$ cat config.mk
export PLATFORM = sky130hd
export DESIGN_NAME = cell_to_ansi_truecolor_encoder
export DESIGN_NICKNAME = d
export VERILOG_FILES = /design/src/hw/rtl/cte_pkg.sv /design/src/hw/rtl/cte_front.sv /design/src/hw/rtl/cte_fifo.sv /design/src/hw/rtl/cte_back.sv /design/src/hw/rtl/cell_to_ansi_truecolor_encoder.sv
export SDC_FILE = /design/constraint.sdc
export NUM_CORES = 1
export LEC_CHECK = 0
export CAP_MARGIN = 20
export CORE_UTILIZATION = 55
export CTS_BUF_LIST = sky130_fd_sc_hd__clkbuf_4 sky130_fd_sc_hd__clkbuf_8
export CTS_CLUSTER_SIZE = 14
export DETAILED_ROUTE_END_ITERATION = 8
export DONT_BUFFER_PORTS = 1
export PLACE_DENSITY = 0.73
export SYNTH_ARGS = -nofsm -noshare
export SYNTH_HDL_FRONTEND = slang
export SYNTH_SLANG_ARGS = --single-unit
$ cat constraint.sdc
create_clock -name i_clk -period 10.7 [get_ports i_clk]
set_input_delay 0.535 -clock i_clk [delete_from_list [all_inputs] [get_ports i_clk]]
set_output_delay 0.535 -clock i_clk [all_outputs]
set_load 0.01 [all_outputs]
$ cat src/hw/rtl/cte_pkg.sv
// Shared types and codes for the cell-to-ANSI truecolor encoder.
package cte_pkg;

    // Default depth of the command queue between the front and back parts
    localparam int unsigned QUEUE_DEPTH = 2;

    // Input function codes
    localparam logic [1:0] FUNC_BEGIN  = 2'd0;
    localparam logic [1:0] FUNC_CELL   = 2'd1;
    localparam logic [1:0] FUNC_FINISH = 2'd2;

    // Cursor shape codes
    localparam logic [1:0] SHAPE_BLOCK = 2'd1;
    localparam logic [1:0] SHAPE_BAR   = 2'd2;

    // One-based coordinate, 1..1024
    typedef logic [10:0] t_coord;

    // Classified command handed from the front part to the back part
    typedef struct packed {
        logic [1:0]  func;
        logic        emit_fg;
        logic        emit_bg;
        logic [7:0]  ch;
        logic [23:0] fg;
        logic [23:0] bg;
        logic        shape_on;
        logic        shape_bar;
        t_coord      row1;
        t_coord      col1;
    } t_cmd;

endpackage

$ cat src/hw/rtl/cte_front.sv
// Front part: accepts input items, tracks color state and classifies each item.
module cte_front (
    input  logic            i_clk,
    input  logic            i_rst_n,
    input  logic            i_valid,
    output logic            o_ready,
    input  logic [1:0]      i_func,
    input  logic [7:0]      i_ch,
    input  logic [23:0]     i_fg_color,
    input  logic [23:0]     i_bg_color,
    input  logic [1:0]      i_cursor_shape,
    input  logic [9:0]      i_cursor_col,
    input  logic [9:0]      i_cursor_row,
    input  logic            i_full,
    output logic            o_push,
    output cte_pkg::t_cmd   o_cmd
);

    logic [23:0] r_prev_fg;
    logic [23:0] r_prev_bg;
    logic        r_force;
    logic [23:0] n_prev_fg;
    logic [23:0] n_prev_bg;
    logic        n_force;
    logic        accept;
    logic        is_begin;
    logic        is_cell;
    logic        is_finish;

    // Accept whenever the queue has room
    assign o_ready   = !i_full;
    assign accept    = i_valid && o_ready;
    assign is_begin  = (i_func == cte_pkg::FUNC_BEGIN);
    assign is_cell   = (i_func == cte_pkg::FUNC_CELL);
    assign is_finish = (i_func == cte_pkg::FUNC_FINISH);

    // Drop unused function codes, queue everything else
    assign o_push = accept && (is_begin || is_cell || is_finish);

    // Classify the item
    always_comb begin
        o_cmd.func      = i_func;
        o_cmd.emit_fg   = r_force || (i_fg_color != r_prev_fg);
        o_cmd.emit_bg   = r_force || (i_bg_color != r_prev_bg);
        o_cmd.ch        = i_ch;
        o_cmd.fg        = i_fg_color;
        o_cmd.bg        = i_bg_color;
        o_cmd.shape_on  = (i_cursor_shape == cte_pkg::SHAPE_BLOCK) ||
                          (i_cursor_shape == cte_pkg::SHAPE_BAR);
        o_cmd.shape_bar = (i_cursor_shape == cte_pkg::SHAPE_BAR);
        o_cmd.row1      = {1'b0, i_cursor_row} + 11'd1;
        o_cmd.col1      = {1'b0, i_cursor_col} + 11'd1;
    end

    // Update color state on accepted items
    always_comb begin
        n_prev_fg = r_prev_fg;
        n_prev_bg = r_prev_bg;
        n_force   = r_force;
        if (accept && is_cell) begin
            n_prev_fg = i_fg_color;
            n_prev_bg = i_bg_color;
            n_force   = 1'b0;
        end else if (accept && is_begin) begin
            n_force   = 1'b1;
        end
    end

    always_ff @(posedge i_clk) begin
        if (!i_rst_n) begin
            r_prev_fg <= 24'd0;
            r_prev_bg <= 24'd0;
            r_force   <= 1'b1;
        end else begin
            r_prev_fg <= n_prev_fg;
            r_prev_bg <= n_prev_bg;
            r_force   <= n_force;
        end
    end

    a_cell_clears_force: assert property (@(posedge i_clk) disable iff (!i_rst_n)
        (accept && is_cell) |=> !r_force)
        else $error("force flag still set after a cell item");

    a_begin_sets_force: assert property (@(posedge i_clk) disable iff (!i_rst_n)
        (accept && is_begin) |=> (r_force && $stable(r_prev_fg) && $stable(r_prev_bg)))
        else $error("begin item did not force colors or changed color state");

endmodule

$ cat src/hw/rtl/cte_fifo.sv
// Short command queue between the front and back parts.
module cte_fifo #(
    parameter int unsigned DEPTH = cte_pkg::QUEUE_DEPTH
) (
    input  logic            i_clk,
    input  logic            i_rst_n,
    input  logic            i_push,
    input  cte_pkg::t_cmd   i_cmd,
    output logic            o_full,
    input  logic            i_pop,
    output cte_pkg::t_cmd   o_cmd,
    output logic            o_empty
);

    localparam int unsigned PTR_W = (DEPTH > 1) ? $clog2(DEPTH) : 1;
    localparam int unsigned CNT_W = $clog2(DEPTH + 1);

    cte_pkg::t_cmd    r_mem [DEPTH];
    logic [PTR_W-1:0] r_wr_ptr;
    logic [PTR_W-1:0] r_rd_ptr;
    logic [CNT_W-1:0] r_count;
    logic [PTR_W-1:0] n_wr_ptr;
    logic [PTR_W-1:0] n_rd_ptr;
    logic [CNT_W-1:0] n_count;

    assign o_full  = (r_count == CNT_W'(DEPTH));
    assign o_empty = (r_count == '0);
    assign o_cmd   = r_mem[r_rd_ptr];

    // Advance pointers with wrap at the depth
    always_comb begin
        n_wr_ptr = r_wr_ptr;
        n_rd_ptr = r_rd_ptr;
        n_count  = r_count;
        if (i_push) begin
            n_wr_ptr = (r_wr_ptr == PTR_W'(DEPTH - 1)) ? '0 : r_wr_ptr + PTR_W'(1);
        end
        if (i_pop) begin
            n_rd_ptr = (r_rd_ptr == PTR_W'(DEPTH - 1)) ? '0 : r_rd_ptr + PTR_W'(1);
        end
        if (i_push && !i_pop) begin
            n_count = r_count + CNT_W'(1);
        end else if (!i_push && i_pop) begin
            n_count = r_count - CNT_W'(1);
        end
    end

    always_ff @(posedge i_clk) begin
        if (!i_rst_n) begin
            r_wr_ptr <= '0;
            r_rd_ptr <= '0;
            r_count  <= '0;
        end else begin
            r_wr_ptr <= n_wr_ptr;
            r_rd_ptr <= n_rd_ptr;
            r_count  <= n_count;
        end
    end

    // Store pushed items
    always_ff @(posedge i_clk) begin
        if (i_push) begin
            r_mem[r_wr_ptr] <= i_cmd;
        end
    end

    a_no_overflow: assert property (@(posedge i_clk) disable iff (!i_rst_n)
        o_full |-> !i_push)
        else $error("push into a full command queue");

endmodule

$ cat src/hw/rtl/cte_back.sv
// Back part: sequences the escape bytes of each command into the output register.
module cte_back (
    input  logic            i_clk,
    input  logic            i_rst_n,
    input  cte_pkg::t_cmd   i_cmd,
    input  logic            i_empty,
    output logic            o_pop,
    output logic            o_valid,
    input  logic            i_ready,
    output logic [7:0]      o_out_byte,
    output logic            o_last_byte
);

    // Segment codes, in emission order
    localparam logic [2:0] SEG_CLEAR = 3'd0;
    localparam logic [2:0] SEG_FG    = 3'd1;
    localparam logic [2:0] SEG_BG    = 3'd2;
    localparam logic [2:0] SEG_CHAR  = 3'd3;
    localparam logic [2:0] SEG_SHAPE = 3'd4;
    localparam logic [2:0] SEG_MOVE  = 3'd5;

    // Characters
    localparam logic [7:0] CH_ESC   = 8'h1B;
    localparam logic [7:0] CH_LBR   = 8'h5B;
    localparam logic [7:0] CH_SEMI  = 8'h3B;
    localparam logic [7:0] CH_SPACE = 8'h20;
    localparam logic [7:0] CH_0     = 8'h30;
    localparam logic [7:0] CH_1     = 8'h31;
    localparam logic [7:0] CH_2     = 8'h32;
    localparam logic [7:0] CH_3     = 8'h33;
    localparam logic [7:0] CH_4     = 8'h34;
    localparam logic [7:0] CH_6     = 8'h36;
    localparam logic [7:0] CH_8     = 8'h38;
    localparam logic [7:0] CH_UP_H  = 8'h48;
    localparam logic [7:0] CH_UP_J  = 8'h4A;
    localparam logic [7:0] CH_LO_M  = 8'h6D;
    localparam logic [7:0] CH_LO_Q  = 8'h71;

    // Decimal place value
    function automatic logic [13:0] place_value(input logic [1:0] place);
        logic [13:0] pv;
        unique case (place)
            2'd0: pv = 14'd1;
            2'd1: pv = 14'd10;
            2'd2: pv = 14'd100;
            2'd3: pv = 14'd1000;
            default: pv = 14'd1;
        endcase
        return pv;
    endfunction

    // First segment of a command
    function automatic logic [2:0] first_seg(input cte_pkg::t_cmd c);
        logic [2:0] s;
        priority if (c.func == cte_pkg::FUNC_BEGIN) begin
            s = SEG_CLEAR;
        end else if (c.func == cte_pkg::FUNC_CELL) begin
            s = c.emit_fg ? SEG_FG : (c.emit_bg ? SEG_BG : SEG_CHAR);
        end else begin
            s = c.shape_on ? SEG_SHAPE : SEG_MOVE;
        end
        return s;
    endfunction

    logic                r_busy;
    cte_pkg::t_cmd       r_cmd;
    logic [2:0]          r_seg;
    logic [3:0]          r_pc;
    logic                r_numact;
    logic [10:0]         r_num;
    logic [1:0]          r_place;
    logic                r_out_valid;
    logic [7:0]          r_out_byte;
    logic                r_out_last;

    logic [7:0]          step_byte;
    logic                step_is_num;
    logic [10:0]         step_num;
    logic                step_seg_end;
    logic [7:0]          sgr_kind;
    logic [23:0]         sgr_color;
    logic [10:0]         num_val;
    logic [1:0]          first_place;
    logic [1:0]          cur_place;
    logic [13:0]         cur_pv;
    logic [3:0]          digit;
    logic [13:0]         digit_sub;
    logic [10:0]         remainder;
    logic                num_done;
    logic                seg_end_now;
    logic                final_seg;
    logic                item_done;
    logic                out_free;
    logic                advance;
    logic [2:0]          next_seg;
    logic [7:0]          emit_byte;

    // Select the current step of the segment
    always_comb begin
        sgr_kind     = (r_seg == SEG_FG) ? CH_3 : CH_4;
        sgr_color    = (r_seg == SEG_FG) ? r_cmd.fg : r_cmd.bg;
        step_byte    = CH_ESC;
        step_is_num  = 1'b0;
        step_num     = 11'd0;
        step_seg_end = 1'b0;
        unique case (r_seg)
            SEG_CLEAR: begin
                unique case (r_pc)
                    4'd0: step_byte = CH_ESC;
                    4'd1: step_byte = CH_LBR;
                    4'd2: step_byte = CH_2;
                    4'd3: step_byte = CH_UP_J;
                    4'd4: step_byte = CH_ESC;
                    4'd5: step_byte = CH_LBR;
                    4'd6: step_byte = CH_1;
                    4'd7: step_byte = CH_SEMI;
                    4'd8: step_byte = CH_1;
                    default: begin
                        step_byte    = CH_UP_H;
                        step_seg_end = 1'b1;
                    end
                endcase
            end
            SEG_FG, SEG_BG: begin
                unique case (r_pc)
                    4'd0: step_byte = CH_ESC;
                    4'd1: step_byte = CH_LBR;
                    4'd2: step_byte = sgr_kind;
                    4'd3: step_byte = CH_8;
                    4'd4: step_byte = CH_SEMI;
                    4'd5: step_byte = CH_2;
                    4'd6: step_byte = CH_SEMI;
                    4'd7: begin
                        step_is_num = 1'b1;
                        step_num    = {3'b0, sgr_color[23:16]};
                    end
                    4'd8: step_byte = CH_SEMI;
                    4'd9: begin
                        step_is_num = 1'b1;
                        step_num    = {3'b0, sgr_color[15:8]};
                    end
                    4'd10: step_byte = CH_SEMI;
                    4'd11: begin
                        step_is_num = 1'b1;
                        step_num    = {3'b0, sgr_color[7:0]};
                    end
                    default: begin
                        step_byte    = CH_LO_M;
                        step_seg_end = 1'b1;
                    end
                endcase
            end
            SEG_CHAR: begin
                step_byte    = r_cmd.ch;
                step_seg_end = 1'b1;
            end
            SEG_SHAPE: begin
                unique case (r_pc)
                    4'd0: step_byte = CH_ESC;
                    4'd1: step_byte = CH_LBR;
                    4'd2: step_byte = r_cmd.shape_bar ? CH_6 : CH_2;
                    4'd3: step_byte = CH_SPACE;
                    default: begin
                        step_byte    = CH_LO_Q;
                        step_seg_end = 1'b1;
                    end
                endcase
            end
            default: begin
                unique case (r_pc)
                    4'd0: step_byte = CH_ESC;
                    4'd1: step_byte = CH_LBR;
                    4'd2: begin
                        step_is_num = 1'b1;
                        step_num    = r_cmd.row1;
                    end
                    4'd3: step_byte = CH_SEMI;
                    4'd4: begin
                        step_is_num = 1'b1;
                        step_num    = r_cmd.col1;
                    end
                    default: begin
                        step_byte    = CH_UP_H;
                        step_seg_end = 1'b1;
                    end
                endcase
            end
        endcase
    end

    // One decimal digit per cycle while output is free, most significant first
    always_comb begin
        num_val = r_numact ? r_num : step_num;
        priority if (step_num >= 11'd1000) begin
            first_place = 2'd3;
        end else if (step_num >= 11'd100) begin
            first_place = 2'd2;
        end else if (step_num >= 11'd10) begin
            first_place = 2'd1;
        end else begin
            first_place = 2'd0;
        end
        cur_place = r_numact ? r_place : first_place;
        cur_pv    = place_value(cur_place);
        digit     = 4'd0;
        digit_sub = 14'd0;
        for (int k = 1; k < 10; k++) begin
            if ({3'b0, num_val} >= 14'(k) * cur_pv) begin
                digit     = 4'(k);
                digit_sub = 14'(k) * cur_pv;
            end
        end
        remainder = num_val - digit_sub[10:0];
        num_done  = (cur_place == 2'd0);
    end

    // Sequencing decisions
    always_comb begin
        emit_byte   = step_is_num ? (CH_0 + {4'b0, digit}) : step_byte;
        seg_end_now = step_seg_end && (!step_is_num || num_done);
        final_seg   = (r_seg == SEG_CLEAR) || (r_seg == SEG_CHAR) || (r_seg == SEG_MOVE);
        out_free    = !r_out_valid || i_ready;
        advance     = r_busy && out_free;
        item_done   = advance && seg_end_now && final_seg;
        o_pop       = !i_empty && (!r_busy || item_done);
        unique case (r_seg)
            SEG_FG:    next_seg = r_cmd.emit_bg ? SEG_BG : SEG_CHAR;
            SEG_SHAPE: next_seg = SEG_MOVE;
            default:   next_seg = SEG_CHAR;
        endcase
    end

    // Load commands and step through their bytes
    always_ff @(posedge i_clk) begin
        if (!i_rst_n) begin
            r_busy   <= 1'b0;
            r_numact <= 1'b0;
            r_seg    <= SEG_CLEAR;
            r_pc     <= 4'd0;
        end else if (o_pop) begin
            r_busy   <= 1'b1;
            r_numact <= 1'b0;
            r_seg    <= first_seg(i_cmd);
            r_pc     <= 4'd0;
        end else if (advance) begin
            if (step_is_num && !num_done) begin
                r_numact <= 1'b1;
            end else begin
                r_numact <= 1'b0;
                if (!seg_end_now) begin
                    r_pc <= r_pc + 4'd1;
                end else if (final_seg) begin
                    r_busy <= 1'b0;
                end else begin
                    r_seg <= next_seg;
                    r_pc  <= 4'd0;
                end
            end
        end
    end

    // Hold the command and the running number
    always_ff @(posedge i_clk) begin
        if (o_pop) begin
            r_cmd <= i_cmd;
        end
        if (advance && step_is_num && !num_done) begin
            r_num   <= remainder;
            r_place <= cur_place - 2'd1;
        end
    end

    // Output register
    always_ff @(posedge i_clk) begin
        if (!i_rst_n) begin
            r_out_valid <= 1'b0;
        end else if (advance) begin
            r_out_valid <= 1'b1;
        end else if (i_ready) begin
            r_out_valid <= 1'b0;
        end
    end

    always_ff @(posedge i_clk) begin
        if (advance) begin
            r_out_byte <= emit_byte;
            r_out_last <= seg_end_now && final_seg;
        end
    end

    assign o_valid     = r_out_valid;
    assign o_out_byte  = r_out_byte;
    assign o_last_byte = r_out_last;

    a_remainder_bounded: assert property (@(posedge i_clk) disable iff (!i_rst_n)
        (r_busy && r_numact) |-> ({3'b0, r_num} < place_value(r_place + 2'd1)))
        else $error("decimal remainder exceeds its place");

    a_number_holds_step: assert property (@(posedge i_clk) disable iff (!i_rst_n)
        (r_busy && r_numact) |-> step_is_num)
        else $error("number printing left its step before the last digit");

endmodule

$ cat src/hw/rtl/cell_to_ansi_truecolor_encoder.sv
// Top level of the cell-to-ANSI truecolor encoder.
//
// Input channel (i_valid / o_ready) takes one item per cycle while the command
// queue has room: begin frame, cell, or finish frame with cursor. Output channel
// (o_valid / i_ready) gives one byte of the terminal stream per cycle while the
// receiver is ready, with o_last_byte high on the final byte caused by an item.
// Items with the unused function code produce no bytes.
// The first byte of an item passes from the command queue into the back
// part's command register and then into the output register. The back part
// emits one byte per cycle while the receiver is ready; an item has one byte
// for a cell whose colors repeat, up to 39 for a cell that re-sends both
// colors, and 10 for a begin item. The byte sequencer is the limit; the front
// part accepts an item every cycle while the command queue has room.
// Reset (synchronous, active low) empties the queue and the output
// register, clears the previous colors to zero and forces color codes on
// the next cell. When the receiver stalls, the output byte holds, the back
// part stops, and the queue fills until o_ready drops.
module cell_to_ansi_truecolor_encoder #(
    parameter int unsigned QUEUE_DEPTH = cte_pkg::QUEUE_DEPTH
) (
    input  logic        i_clk,
    input  logic        i_rst_n,
    input  logic        i_valid,
    output logic        o_ready,
    input  logic [1:0]  i_func,
    input  logic [7:0]  i_ch,
    input  logic [23:0] i_fg_color,
    input  logic [23:0] i_bg_color,
    input  logic [1:0]  i_cursor_shape,
    input  logic [9:0]  i_cursor_col,
    input  logic [9:0]  i_cursor_row,
    output logic        o_valid,
    input  logic        i_ready,
    output logic [7:0]  o_out_byte,
    output logic        o_last_byte
);

    cte_pkg::t_cmd push_cmd;
    cte_pkg::t_cmd head_cmd;
    logic          push;
    logic          pop;
    logic          full;
    logic          empty;

    // Accept and classify items
    cte_front u_front (
        .i_clk          (i_clk),
        .i_rst_n        (i_rst_n),
        .i_valid        (i_valid),
        .o_ready        (o_ready),
        .i_func         (i_func),
        .i_ch           (i_ch),
        .i_fg_color     (i_fg_color),
        .i_bg_color     (i_bg_color),
        .i_cursor_shape (i_cursor_shape),
        .i_cursor_col   (i_cursor_col),
        .i_cursor_row   (i_cursor_row),
        .i_full         (full),
        .o_push         (push),
        .o_cmd          (push_cmd)
    );

    // Decouple front and back
    cte_fifo #(
        .DEPTH (QUEUE_DEPTH)
    ) u_fifo (
        .i_clk   (i_clk),
        .i_rst_n (i_rst_n),
        .i_push  (push),
        .i_cmd   (push_cmd),
        .o_full  (full),
        .i_pop   (pop),
        .o_cmd   (head_cmd),
        .o_empty (empty)
    );

    // Emit the bytes of each command
    cte_back u_back (
        .i_clk       (i_clk),
        .i_rst_n     (i_rst_n),
        .i_cmd       (head_cmd),
        .i_empty     (empty),
        .o_pop       (pop),
        .o_valid     (o_valid),
        .i_ready     (i_ready),
        .o_out_byte  (o_out_byte),
        .o_last_byte (o_last_byte)
    );

endmodule

# [Yosys cells after proc, flatten, opt, wreduce, memory -nomap -nowiden]
# Memory sizes are Yosys's and may differ from the RTL's. A register that Yosys moved wholly into a read port is not among the register bits.
# Index checks and enable logic that the tools add are counted.
[totals] ff_bits=165 output_inout_bits=11 memories=1 ramBits=168
[mem_list] name="u_fifo.r_mem" words=2 word_bits=84 read_ports=1 rd_ports_with_merged_regs=1 write_ports=1 line="cte_fifo.sv:18" text="cte_pkg::t_cmd r_mem [DEPTH];"
[op_classes] add_sub_neg=10 eq_ne=30 magnitude_cmp=12 n_bitwise=2 n_mux=76 n_reduce_logical=63 n_mul=5
[op_table] cell="$ge 11x14->1" n=9
[op_table] cell="$mux 11" n=10
[op_table] cell="$pmux 8 s4" n=2
[op_table] cell="$pmux 14 s4" n=1
[op_table] cell="$ne 24x24->1" n=2
[op_table] cell="$pmux 8 s6" n=1
[op_table] cell="$pmux 11 s2" n=2
[op_table] cell="$mux 3" n=14
[op_table] cell="$pmux 7 s6" n=1
[op_table] cell="$mul 3x14->14 const A" n=2
[op_table] cell="$mux 1" n=27
[op_table] cell="$mux 24" n=1
[op_table] cell="$pmux 8 s3" n=1
[op_table] cell="$add 10x1->11 const B" n=2
[op_table] cell="$pmux 7 s3" n=1
[op_table] cell="$eq 4x3->1 const B" n=4
[op_table] cell="$eq 4x4->1 const B" n=4
[op_table] cell="$mux 4" n=4
[op_table] cell="$logic_and 1x1->1" n=15
[op_table] cell="$mul 2x14->13 const A" n=1
[op_table] cell="$mul 2x14->14 const A" n=1
[op_table] cell="$mul 4x14->14 const A" n=1
[op_table] cell="$mux 2" n=7
[op_table] cell="$reduce_bool 2->1" n=6
[op_table] cell="other kinds (35)" n=79

# [Longest topological paths before layout]
# Gate-level depths: netlist of the first run.
[depth] word_depth=23 depth_mapped=42 ltp_nobuf=39

# [By module]
# A second synthesis of the first run with hierarchy kept.
[unflattened] hier_cells=1564 hier_area_um2=18067.3
[modules_own_cells] module="cte_back" seq_area_each_um2=3263.1 cells_each=892 area_per_inst_um2=8588.2 n_inst=1
[modules_own_cells] module="cte_fifo" seq_area_each_um2=5144.9 cells_each=283 area_per_inst_um2=6298.5 n_inst=1
[modules_own_cells] module="cte_front" seq_area_each_um2=980.9 cells_each=389 area_per_inst_um2=3180.6 n_inst=1

# [Least setup slack after synthesis of the first run]
# OpenSTA, ideal clock, no wires.
[synth_path] path_kind="register -> register" startpoint="register u_back.r_pc[1]" endpoint="register u_back.r_num[10], data pin" arrival_time_ps=7990 synth_period_minus_slack_ps=8255 t_required_ps=10435 slack_ps=2445 path_stages_with_launch=40 cell_sequence="dfxtp_1 > inv_1 > ha_1 > buf_2 > a22o_1 > a221o_1 > a41oi_1 > nand4_1 > a41oi_1 > o41a_1 > o21ai_4 > inv_1 > ha_1 > inv_1 > ha_1 > nor2_1 > clkbuf_1 > clkinv_1 > (+4 left out) > nand4_1 > or4_1 > a41oi_1 > clkbuf_1 > a21oi_1 > a21oi_1 > o21ai_0 > fa_1 > a21o_1 > a21oi_1 > o21ai_0 > a21oi_1 > o21bai_1 > a21oi_1 > o21bai_1 > a21oi_1 > xnor2_1 > xnor2_1"
[synth_via] elab_chain_len=21 elab_cells_between_ends=45
[synth_lines] element="from (decl)" line="cte_back.sv:68" text="logic [3:0] r_pc;"
[synth_lines] element="from (signal assigned)" line="cte_back.sv:251" text="r_pc <= r_pc + 4'd1;"
[synth_lines] element="$eq 4x4->1, or another cell as far along" line="cte_back.sv:125" text="unique case (r_pc)"
[synth_lines] element="$pmux 8 s3 or $pmux 11 s2 (tied branches)" line="cte_back.sv:125, cte_back.sv:170"
[synth_lines] element="$pmux 11 s2 *" line="cte_back.sv:106" text="unique case (r_seg)"
[synth_lines] element="parallel branches: the longest is 17 deep, another holds $mul 2x14->14"
[synth_lines] element="$sub 11x11->11 *" line="cte_back.sv:213" text="remainder = num_val - digit_sub[10:0];"
[synth_lines] element="net u_back.remainder[10]" line="cte_back.sv:88" text="logic [10:0] remainder;"
[synth_lines] element="to (signal assigned)" line="cte_back.sv:268" text="r_num <= remainder;"
[synth_lines] element="to (decl)" line="cte_back.sv:70" text="logic [10:0] r_num;"
# Mark *: on every way through the listed nets, which the timed path passes. The select of a mux whose other input is x is not followed.
# A chain may end at the register's enable or synchronous reset.

# [Final worst setup path of the first run]
[layout_path] startpoint="register u_back.r_pc[3]" endpoint="register u_back.r_num[10], data pin"
# The elaborated chain is that of the path after synthesis.

==> impl_metrics.json, run 1 <==
{
  "worst_slew_pin_slew_ns": 0.9838,
  "grt.total_usage_pct": 27.15,
  "status": "complete, but fails checks",
  "violations": "design-rule violations",
  "synth_mux_area_share_pct": 5.821,
  "synth_xor_area_share_pct": 4.095,
  "htreeDepth": 2,
  "io_pins": 95,
  "setup_viol": 0,
  "dieArea_um2": 32210,
  "viasPerCell": 6.061,
  "irDropWorstVdd_v": 0.0001206,
  "ys.flop_type": "edfxtp_1",
  "vias": 12270,
  "ant_nets": 0,
  "finalSetupTns_ns": 0,
  "synth_top_family_by_area": "compound AO/OA/AOI/OAI gates",
  "layout_common_cells": "270 x edfxtp_1, 173 x nand2_1, 89 x ha_1",
  "drcViolationCount": 2,
  "root_buffer": "clkbuf_8",
  "p_sw_mw": 1.344,
  "rsz0062_at_grt": "false",
  "power_density_nw_per_um2": 215.9,
  "dp.cells": 1877,
  "synthSimpleGateAreaFrac_pct": 12.49,
  "p_comb_share_pct": 27.5,
  "maxCapViolCount": 0,
  "totalWireLength_um": 43820,
  "async_reset_ff_share_pct": 0,
  "antenna_found_initial": 0,
  "yosys_warnings": 0,
  "cts_tree": "built",
  "num_rows": 64,
  "drive_gt1_share_pct": 14.67,
  "path_clk_slew_ns": 0.07,
  "start_util_pct": 56.34,
  "max-clock-path-buffers": 3,
  "cts_hold_buf": 50,
  "dp_hpwl_um": 30440,
  "cpPeakStageDelay_ns": 0.96,
  "cts.repair.resized": 0,
  "slew-limit-headroom_pct": 34.41,
  "synthToLayoutAreaGrowth_pct": 12.37,
  "postCtsSetupBuffers": 0,
  "yosysSeqAreaShare_pct": 54.20,
  "crit_path_frequent_cell": "a21oi_1",
  "critPathRequiredTime_ns": 11.03,
  "yosys.area_share.adder_pct": 6.717,
  "fp.dieH_um": 179.5,
  "fin_crit_sh_pct": 90.98,
  "grt_pass1_wl_um": 68630,
  "period_minus_slack_ns": 9.735,
  "cts.sink_count": 334,
  "cp_slowest_cell": "dfxtp_1",
  "grt_start_max_net_pins": 66,
  "die_w_um": 179.5,
  "syn-cell-area_um2": 17320,
  "layout_commonest_cell": "edfxtp_1",
  "layout.nets": 1760,
  "diodes": 0,
  "hold-path-cell-count": 0,
  "hp-class": "input pin to flip-flop",
  "synth.distinct_cells": 83,
  "drtIter0Drc": 1115,
  "synth_compound_area_share_pct": 13.87,
  "p_sw_share_pct": 31.97,
  "crit_path_end_kind": "flip-flop",
  "p_leak_nw": 6.966,
  "cts_buffers": 52,
  "place_congestion": 0.9667,
  "power.share.clock_pct": 27.2,
  "globalRouteOverflowTotal": 0,
  "fmax_mhz": 102.7,
  "port-buffer-count": 0,
  "path_class": "flip-flop to flip-flop",
  "power.total_mw": 4.203,
  "syn_area_per_cell_um2": 11.43,
  "ff2ff_path_depth": 39,
  "cp-start-kind": "flip-flop",
  "crit_path_max_fanout": 32,
  "critPathArrivalTime_ns": 10.07,
  "clock_skew_ns": 0.02366,
  "grt_pass1_vias": 12300,
  "worst_skew_pair.late_latency_ns": 0.61,
  "wl_per_cell_um": 21.64,
  "seqPwrFrac_pct": 45.2,
  "dr.pass1.iters": 7,
  "synth_edf_count": 270,
  "syn_nets": 1691,
  "coreArea_um2": 30750,
  "finalMaxSlewViolations": 0,
  "synth-seq-cells": 334,
  "n_fill_cell": 2450,
  "synth_cells": 1516,
  "layout.cells.non_filler": 2025,
  "p_int_mw": 2.859,
  "final_hold_viol_count": 0
}
-- state kept, by name, summed over array words and instances, names as in the netlist, named ones only --
| signal | count |
|---|---|
| u_back.r_pc | 4 |
| u_fifo.r_wr_ptr | 1 |
| u_fifo.r_mem | 168 |
| u_front.r_prev_fg | 24 |
| u_back.o_valid | 1 |
| u_front.r_prev_bg | 24 |
| u_back.r_busy | 1 |
| u_fifo.r_count | 2 |
| u_back.r_place | 2 |
| u_back.o_out_byte | 8 |
| u_back.r_num | 11 |
| u_back.r_cmd | 80 |
| u_fifo.r_rd_ptr | 1 |
| u_back.o_last_byte | 1 |
| u_back.r_seg | 3 |
| u_back.r_numact | 1 |
| u_front.r_force | 1 |
-- per-stage QoR --
step | cell area [um^2] | hold slack [ns] | utilization, % | worst slack [ns]
final | 19470 | 0.02576 | 63.31 | 0.9648
after global placement | 17830 | 0.4614 | 57.98 | 1.456
after global routing | 19470 | 0.001458 | 63.31 | 0.2056
after floorplan | 17320 | 0.4553 | - | 2.445
after CTS | 19470 | 0.0001075 | 63.31 | 1.179
after detailed placement | 17830 | 0.4675 | 57.98 | 1.226
-- cell usage after synthesis, types with 5 or more instances --
cell type    n  area (um^2)
edfxtp_1   270         8108
nand2_1    173        649.4
ha_1        89         1114
mux2_2      84        945.9
a21oi_1     74        370.4
nor2_1      73        274.0
dfxtp_1     64         1281
o21ai_0     60        300.3
a21boi_0    54        405.4
xnor2_1     54        473.0
clkbuf_1    47        176.4
inv_1       44        165.2
nand3_1     36        180.2
xor2_1      27        236.5
nand4_1     26        162.7
nor3_1      22        110.1
nand2b_1    20        125.1
buf_2       19        95.09
nor2b_1     18        112.6
a31oi_1     17        106.4
and2_1      14        87.58
a21o_1      13        97.59
o21a_1      12        90.09
o21ai_1     12        60.06
o22ai_1     11        68.82
a211oi_1     9        67.56
o211ai_1     9        67.56
a22oi_1      8        60.06
and3_1       8        50.05
nand4b_1     8        70.07
buf_1        7        26.28
nand3b_1     7        52.55
or2_2        7        43.79
a221oi_1     6        52.55
a22o_1       6        52.55
a41oi_1      6        52.55
o31ai_1      6        45.04
a211o_1      5        43.79
and3b_1      5        43.79
nor4_1       5        31.28
-- power by group through the flow --
| stage | Sequential, mW | Clock [mW] | Combinational [mW] |
|---|---|---|---|
| 6_report | 1.90 | 1.14 | 1.16 |
| 3_3_place_gp | 1.92 | 0 | 1.12 |
| 2_1_floorplan | 1.85 | 0 | 0.878 |
| 5_1_grt | 1.92 | 1.21 | 1.27 |
| 3_5_place_dp | 1.93 | 0 | 1.13 |
| 4_1_cts | 1.90 | 1.16 | 1.15 |
-- path summary, 6_finish.rpt --
kind / startpoint / slack, ns / to
hold / removal: i_bg_color[5] / 0.03 / u_fifo.r_mem[1][29]
setup reg to reg: u_back.r_pc[3] / 0.96 / u_back.r_num[10]
hold reg to reg: u_front.r_prev_bg[20] / 0.47 / u_front.r_prev_bg[20]
setup / recovery: u_back.r_pc[3] / 0.96 / u_back.r_num[10]
-- cell type report --
type | instances | area (um^2) | share of cell area [%]
clock buffer | 73 | 904.6 | 4.647
inverter | 46 | 173.9 | 0.8934
multi-input combinational | 1061 | 7467 | 38.36
clock inverter | 25 | 232.7 | 1.195
timing repair buffer | 90 | 800.8 | 4.113
tap | 396 | 495.5 | 2.545
sequential | 334 | 9393 | 48.25
-- critical path: cells and delay by family (launching register included) --
kind | cells | cell delay (ns)
simple gates | 9 | 1.71
compound gates | 18 | 3.89
xor+xnor | 2 | 0.26
flops | 1 | 0.96
buf+inv | 6 | 1.20
fa+ha+maj | 4 | 1.41
-- kinds of logic after synthesis --
| group | after synthesis |
|---|---|
| adders and majority gates | 92 |
| xor gates and xnor gates | 81 |
| DFF | 334 |
| and+or+nand+nor | 442 |
| muxes | 89 |
| AOI/OAI and AO/OA | 357 |
| buffers and inverters | 121 |
-- metal layers --
metal	track usage, %	vias up	wire length (um)
li1	-	5796	-
met1	35.76	5940	18930
met2	45.70	456	20920
met3	4.437	81	2592
met4	9.276	0	1371
met5	0	-	0
Note: power is estimated with default switching activity, not from simulation.
==> inputs of run 2 (changes only) <==
==> constraint.sdc (replaced) <==
create_clock -name i_clk -period 10.7 [get_ports i_clk]
set_input_delay 2.14 -clock i_clk [delete_from_list [all_inputs] [get_ports i_clk]]
set_output_delay 2.14 -clock i_clk [all_outputs]
set_load 0.01 [all_outputs]
==> impl_metrics.json, run 2 (synthesis gave the netlist of run 1 again) <==
{
  "grt_pass1_vias": 11940,
  "slew-limit-headroom_pct": 35.29,
  "layout_common_cells": "270 x edfxtp_1, 173 x nand2_1, 89 x ha_1",
  "p_comb_share_pct": 27.2,
  "use_met2_pct": 44.42,
  "cts.sink_count": 334,
  "cts_hold_buf": 0,
  "coreArea_um2": 30750,
  "cp-start-kind": "flip-flop",
  "largestRegisters": "u_fifo.r_mem: 168 flops, u_back.r_cmd: 80 flops",
  "p_int_mw": 2.847,
  "rsz0062_at_grt": "false",
  "critPathArrivalTime_ns": 10.08,
  "n_fill_cell": 2525,
  "start_util_pct": 56.34,
  "vias": 11970,
  "irDropWorstVdd_v": 0.0001517,
  "violations": "design-rule violations",
  "cp_slowest_cell": "dfxtp_1",
  "htreeDepth": 2,
  "finalSetupTns_ns": 0,
  "ant_nets": 0,
  "die_w_um": 179.5,
  "globalRouteOverflowTotal": 0,
  "path_class": "flip-flop to flip-flop",
  "p_leak_nw": 6.758,
  "fp.dieH_um": 179.5,
  "clock_skew_ns": 0.02460,
  "grt_pass1_wl_um": 66860,
  "final_hold_viol_count": 0,
  "max-clock-path-buffers": 3,
  "hp-class": "flip-flop to flip-flop",
  "wl_per_cell_um": 21.70,
  "path_clk_slew_ns": 0.07,
  "max_flop_register": "u_fifo.r_mem",
  "dieArea_um2": 32210,
  "drcViolationCount": 2,
  "worst_skew_pair.late_latency_ns": 0.61,
  "place_congestion": 0.9667,
  "drtIter0Drc": 1102,
  "timing.rr.end": "u_back.r_num[10]",
  "layout.nets": 1710,
  "critPathRequiredTime_ns": 11.04,
  "fmax_mhz": 102.6,
  "busiest_layer": "met2",
  "layout_commonest_cell": "edfxtp_1",
  "grt_start_max_net_pins": 66,
  "p_sw_mw": 1.333,
  "synthToLayoutAreaGrowth_pct": 9.483,
  "period_minus_slack_ns": 9.747,
  "cpPeakStageDelay_ns": 0.96,
  "maxCapViolCount": 0,
  "met1_usage_pct": 35.08,
  "worst_slew_pin_slew_ns": 0.9694,
  "viasPerCell": 6.059,
  "power.share.clock_pct": 27.3,
  "status": "complete, but fails checks",
  "use_met3_pct": 4.599,
  "root_buffer": "clkbuf_8",
  "dp_hpwl_um": 30440,
  "hold-path-cell-count": 2,
  "crit_path_frequent_cell": "a21oi_1",
  "seqPwrFrac_pct": 45.5,
  "finalMaxSlewViolations": 0,
  "fin_crit_sh_pct": 91.09,
  "cts_buffers": 52,
  "largest_reg_flops": 168,
  "port-buffer-count": 0,
  "rr_startpoint": "u_back.r_pc[3]",
  "antenna_found_initial": 0,
  "dr.pass1.iters": 7,
  "crit_path_max_fanout": 32,
  "setup_viol": 0,
  "io_pins": 95,
  "hp-start": "u_front.r_prev_fg[10]",
  "drive_gt1_share_pct": 15.14,
  "min_to": "u_front.r_prev_fg[10]",
  "ff2ff_path_depth": 39,
  "placed_cell_area_um2": 17830,
  "grt.total_usage_pct": 26.53,
  "cts_tree": "built",
  "fin_area_um2": 18970,
  "p_sw_share_pct": 31.88,
  "postCtsSetupBuffers": 0,
  "num_rows": 64,
  "diodes": 0,
  "cts.repair.resized": 0,
  "totalWireLength_um": 42860,
  "power_density_nw_per_um2": 220.4,
  "crit_path_end_kind": "flip-flop",
  "reg2reg_slack_ns": 0.95
}
[run 2: changes by cell type in the layout (fill, tap and decap cells not counted)]
cell,previous run,this run
dlygate4sd3_1,50,0
[run 2: stage by stage]
step	std cells	util (%)	total power [mW]	hold WS [ns]	setup slack [ns]
3_5_place_dp	1877	57.98	3.052	0.4675	1.226
4_1_cts	1975	61.68	4.195	0.4766	1.179
6_report	1975	61.68	4.180	0.4731	0.9531
2_1_floorplan	1516	-	2.725	0.4553	2.445
5_1_grt	1975	61.68	4.378	0.4991	0.2056
3_3_place_gp	1877	57.98	3.042	0.4614	1.456
[run 2: final cells by class]
class,count,area (um^2),area share (%)
clock buffers,73,904.6,4.769
clock inverters,25,232.7,1.227
inverters,46,173.9,0.9170
multi-input cells,1061,7467,39.37
flip-flops and latches,334,9393,49.52
well taps,396,495.5,2.612
repair buffers,40,300.3,1.583
[run 2: worst max path at each step]
stage                        start               end  slack, ns  cells past startpoint
finish              u_back.r_pc[3]  u_back.r_num[10]       0.95                     39
detailed placement  u_back.r_pc[3]  u_back.r_num[10]       1.23                     39
global placement    u_back.r_pc[3]   u_back.r_num[9]       1.46                     36
global route        u_back.r_pc[3]   u_back.r_num[9]       0.21                     35
CTS                 u_back.r_pc[3]  u_back.r_num[10]       1.18                     39
floorplan           u_back.r_pc[1]  u_back.r_num[10]       2.45                     39
[run 2: worst max-delay path, delay by kind of cell, from the launching register on]
| kind | cells | cell delay, ns |
|---|---|---|
| xor+xnor | 2 | 0.26 |
| simple gates | 9 | 1.70 |
| flops | 1 | 0.96 |
| fa+ha+maj | 4 | 1.41 |
| compound gates | 18 | 3.93 |
| buf+inv | 6 | 1.20 |
[run 2: layer usage]
layer  part of all wire, %  vias to the layer above
met1                    43                     5811
met4                   3.0                        0
met5                     0                        -
met3                   6.2                       74
li1                      -                     5692
met2                    48                      389
[run 2: power by group through the flow]
stage	sequential, mW	combinational, mW	clock, mW
after detailed placement	1.93	1.13	0
final	1.90	1.14	1.14
after global placement	1.92	1.12	0
after global routing	1.92	1.25	1.21
after CTS	1.90	1.13	1.16
after floorplan	1.85	0.878	0
==> inputs of run 3 (changes only) <==
Settings changed: CORE_ASPECT_RATIO set to 2.
==> impl_metrics.json, run 3 (synthesis gave the netlist of run 1 again) <==
{
  "drtIter0Drc": 628,
  "layout.cells.non_filler": 1986,
  "die_w_um": 127.5,
  "totalWireLength_um": 49140,
  "synthToLayoutAreaGrowth_pct": 9.100,
  "rr_startpoint": "u_back.r_seg[0]",
  "vias": 12010,
  "grt.total_usage_pct": 31.45,
  "crit_path_end_kind": "flip-flop",
  "postCtsSetupBuffers": 0,
  "cts.sink_count": 334,
  "largest_reg_flops": 168,
  "rsz0062_at_grt": "false",
  "crit_buf_inv": 6,
  "wl_per_cell_um": 24.75,
  "cts_tree": "built",
  "antenna_found_initial": 3,
  "worst_skew_pair.late_latency_ns": 0.58,
  "dieArea_um2": 32260,
  "layout_common_cells": "270 x edfxtp_1, 173 x nand2_1, 89 x ha_1",
  "clock_skew_ns": 0.03265,
  "path_class": "flip-flop to flip-flop",
  "critPathArrivalTime_ns": 10.22,
  "seqCellArea_um2": 9393,
  "grt_start_max_net_pins": 73,
  "worstSetupStartpoint": "u_back.r_seg[0]",
  "crit_path_max_fanout": 18,
  "hp-start": "u_front.r_prev_fg[22]",
  "critical-path-top-delay-family": "compound AO/OA/AOI/OAI gates",
  "ff2ff_path_depth": 38,
  "finalMaxSlewViolations": 0,
  "start_util_pct": 56.15,
  "htreeDepth": 2,
  "dp.cells": 1904,
  "path_clk_slew_ns": 0.07,
  "power_density_nw_per_um2": 218.9,
  "io_pins": 95,
  "max_flop_register": "u_fifo.r_mem",
  "fmax_mhz": 101.0,
  "final_hold_viol_count": 0,
  "grt_pass1_vias": 12430,
  "min_to": "u_front.r_prev_fg[22]",
  "cts_hold_buf": 0,
  "fin_crit_sh_pct": 92.57,
  "maxCapViolCount": 0,
  "reg2reg_slack_ns": 0.79,
  "fp.dieH_um": 253.0,
  "place_congestion": 1.073,
  "dr.pass1.iters": 7,
  "cts_buffers": 44,
  "worst_slew_pin_slew_ns": 1.041,
  "ant_nets": 0,
  "timing.rr.end": "u_back.r_num[10]",
  "viasPerCell": 6.047,
  "root_buffer": "clkbuf_8",
  "coreArea_um2": 30860,
  "p_leak_nw": 6.716,
  "hold-path-cell-count": 2,
  "slew-limit-headroom_pct": 30.21,
  "dp_hpwl_um": 35920,
  "drcViolationCount": 0,
  "num_rows": 91,
  "layout_commonest_cell": "edfxtp_1",
  "multi_input_area_um2": 7487,
  "grt_pass1_wl_um": 73250,
  "crit_path_frequent_cell": "a21oi_1",
  "cpPeakStageDelay_ns": 0.63,
  "setup_viol": 0,
  "hp-class": "flip-flop to flip-flop",
  "cts.repair.resized": 0,
  "globalRouteOverflowTotal": 0,
  "layout.nets": 1707,
  "largestRegisters": "u_fifo.r_mem: 168 flops, u_back.r_cmd: 80 flops",
  "port-buffer-count": 0,
  "irDropWorstVdd_v": 0.0001722,
  "n_fill_cell": 2485,
  "max-clock-path-buffers": 3,
  "critPathRequiredTime_ns": 11.02,
  "period_minus_slack_ns": 9.905,
  "finalSetupTns_ns": 0,
  "cp-start-kind": "flip-flop",
  "status": "complete, no violations",
  "cp_slowest_cell": "dfxtp_1",
  "drive_gt1_share_pct": 15.06
}
## run 3: how the worst max path moves through the flow
stage / to / cells after the start
floorplan: u_back.r_num[10] / 39
global placement: u_back.r_num[10] / 40
detailed placement: u_back.r_num[10] / 40
CTS: u_back.r_num[10] / 40
global route: u_back.r_num[9] / 36
finish: u_back.r_num[10] / 38
## run 3: per-stage QoR
stage	power (mW)	area (um^2)	util, %	setup slack (ns)	hold slack (ns)
finish	4.138	18900	61.25	0.7950	0.4734
detailed placement	3.096	17910	58.04	0.9722	0.4678
global placement	3.088	17910	58.04	1.088	0.4613
global route	4.317	18900	61.25	0.2387	0.4944
floorplan	2.725	17320	-	2.445	0.4553
CTS	4.148	18890	61.23	0.9545	0.4773
## run 3: worst register-to-register path: cells and delay by family (launching register included)
family	cells	cell delay (ns)
mux	1	0.34
fa+ha+maj	4	1.63
buf+inv	6	1.35
compound gates	16	3.54
simple gates	9	1.91
flops	1	0.63
xor+xnor	2	0.26
## run 3: layer usage
layer | GRT usage, % | wire (um) | vias to the layer above
met2 | 58.94 | 26720 | 390
met3 | 6.803 | 2492 | 221
met5 | 0 | 32 | -
li1 | - | - | 5687
met4 | 28.16 | 4856 | 4
met1 | 27.21 | 15040 | 5707
## run 3: cell type report
class / count / share of cell area (%)
inverter: 46 / 0.9135
tap: 418 / 2.767
timing repair buffer: 45 / 1.787
antenna: 1 / 0.01324
clock buffer: 68 / 4.323
clock inverter: 13 / 0.8871
sequential: 334 / 49.70
multi-input combinational: 1061 / 39.61
## run 3: report_power, final
group,internal (mW),switching (mW)
Combinational,0.472,0.719
Clock,0.586,0.464
Sequential,1.76,0.141
Total,2.81,1.32
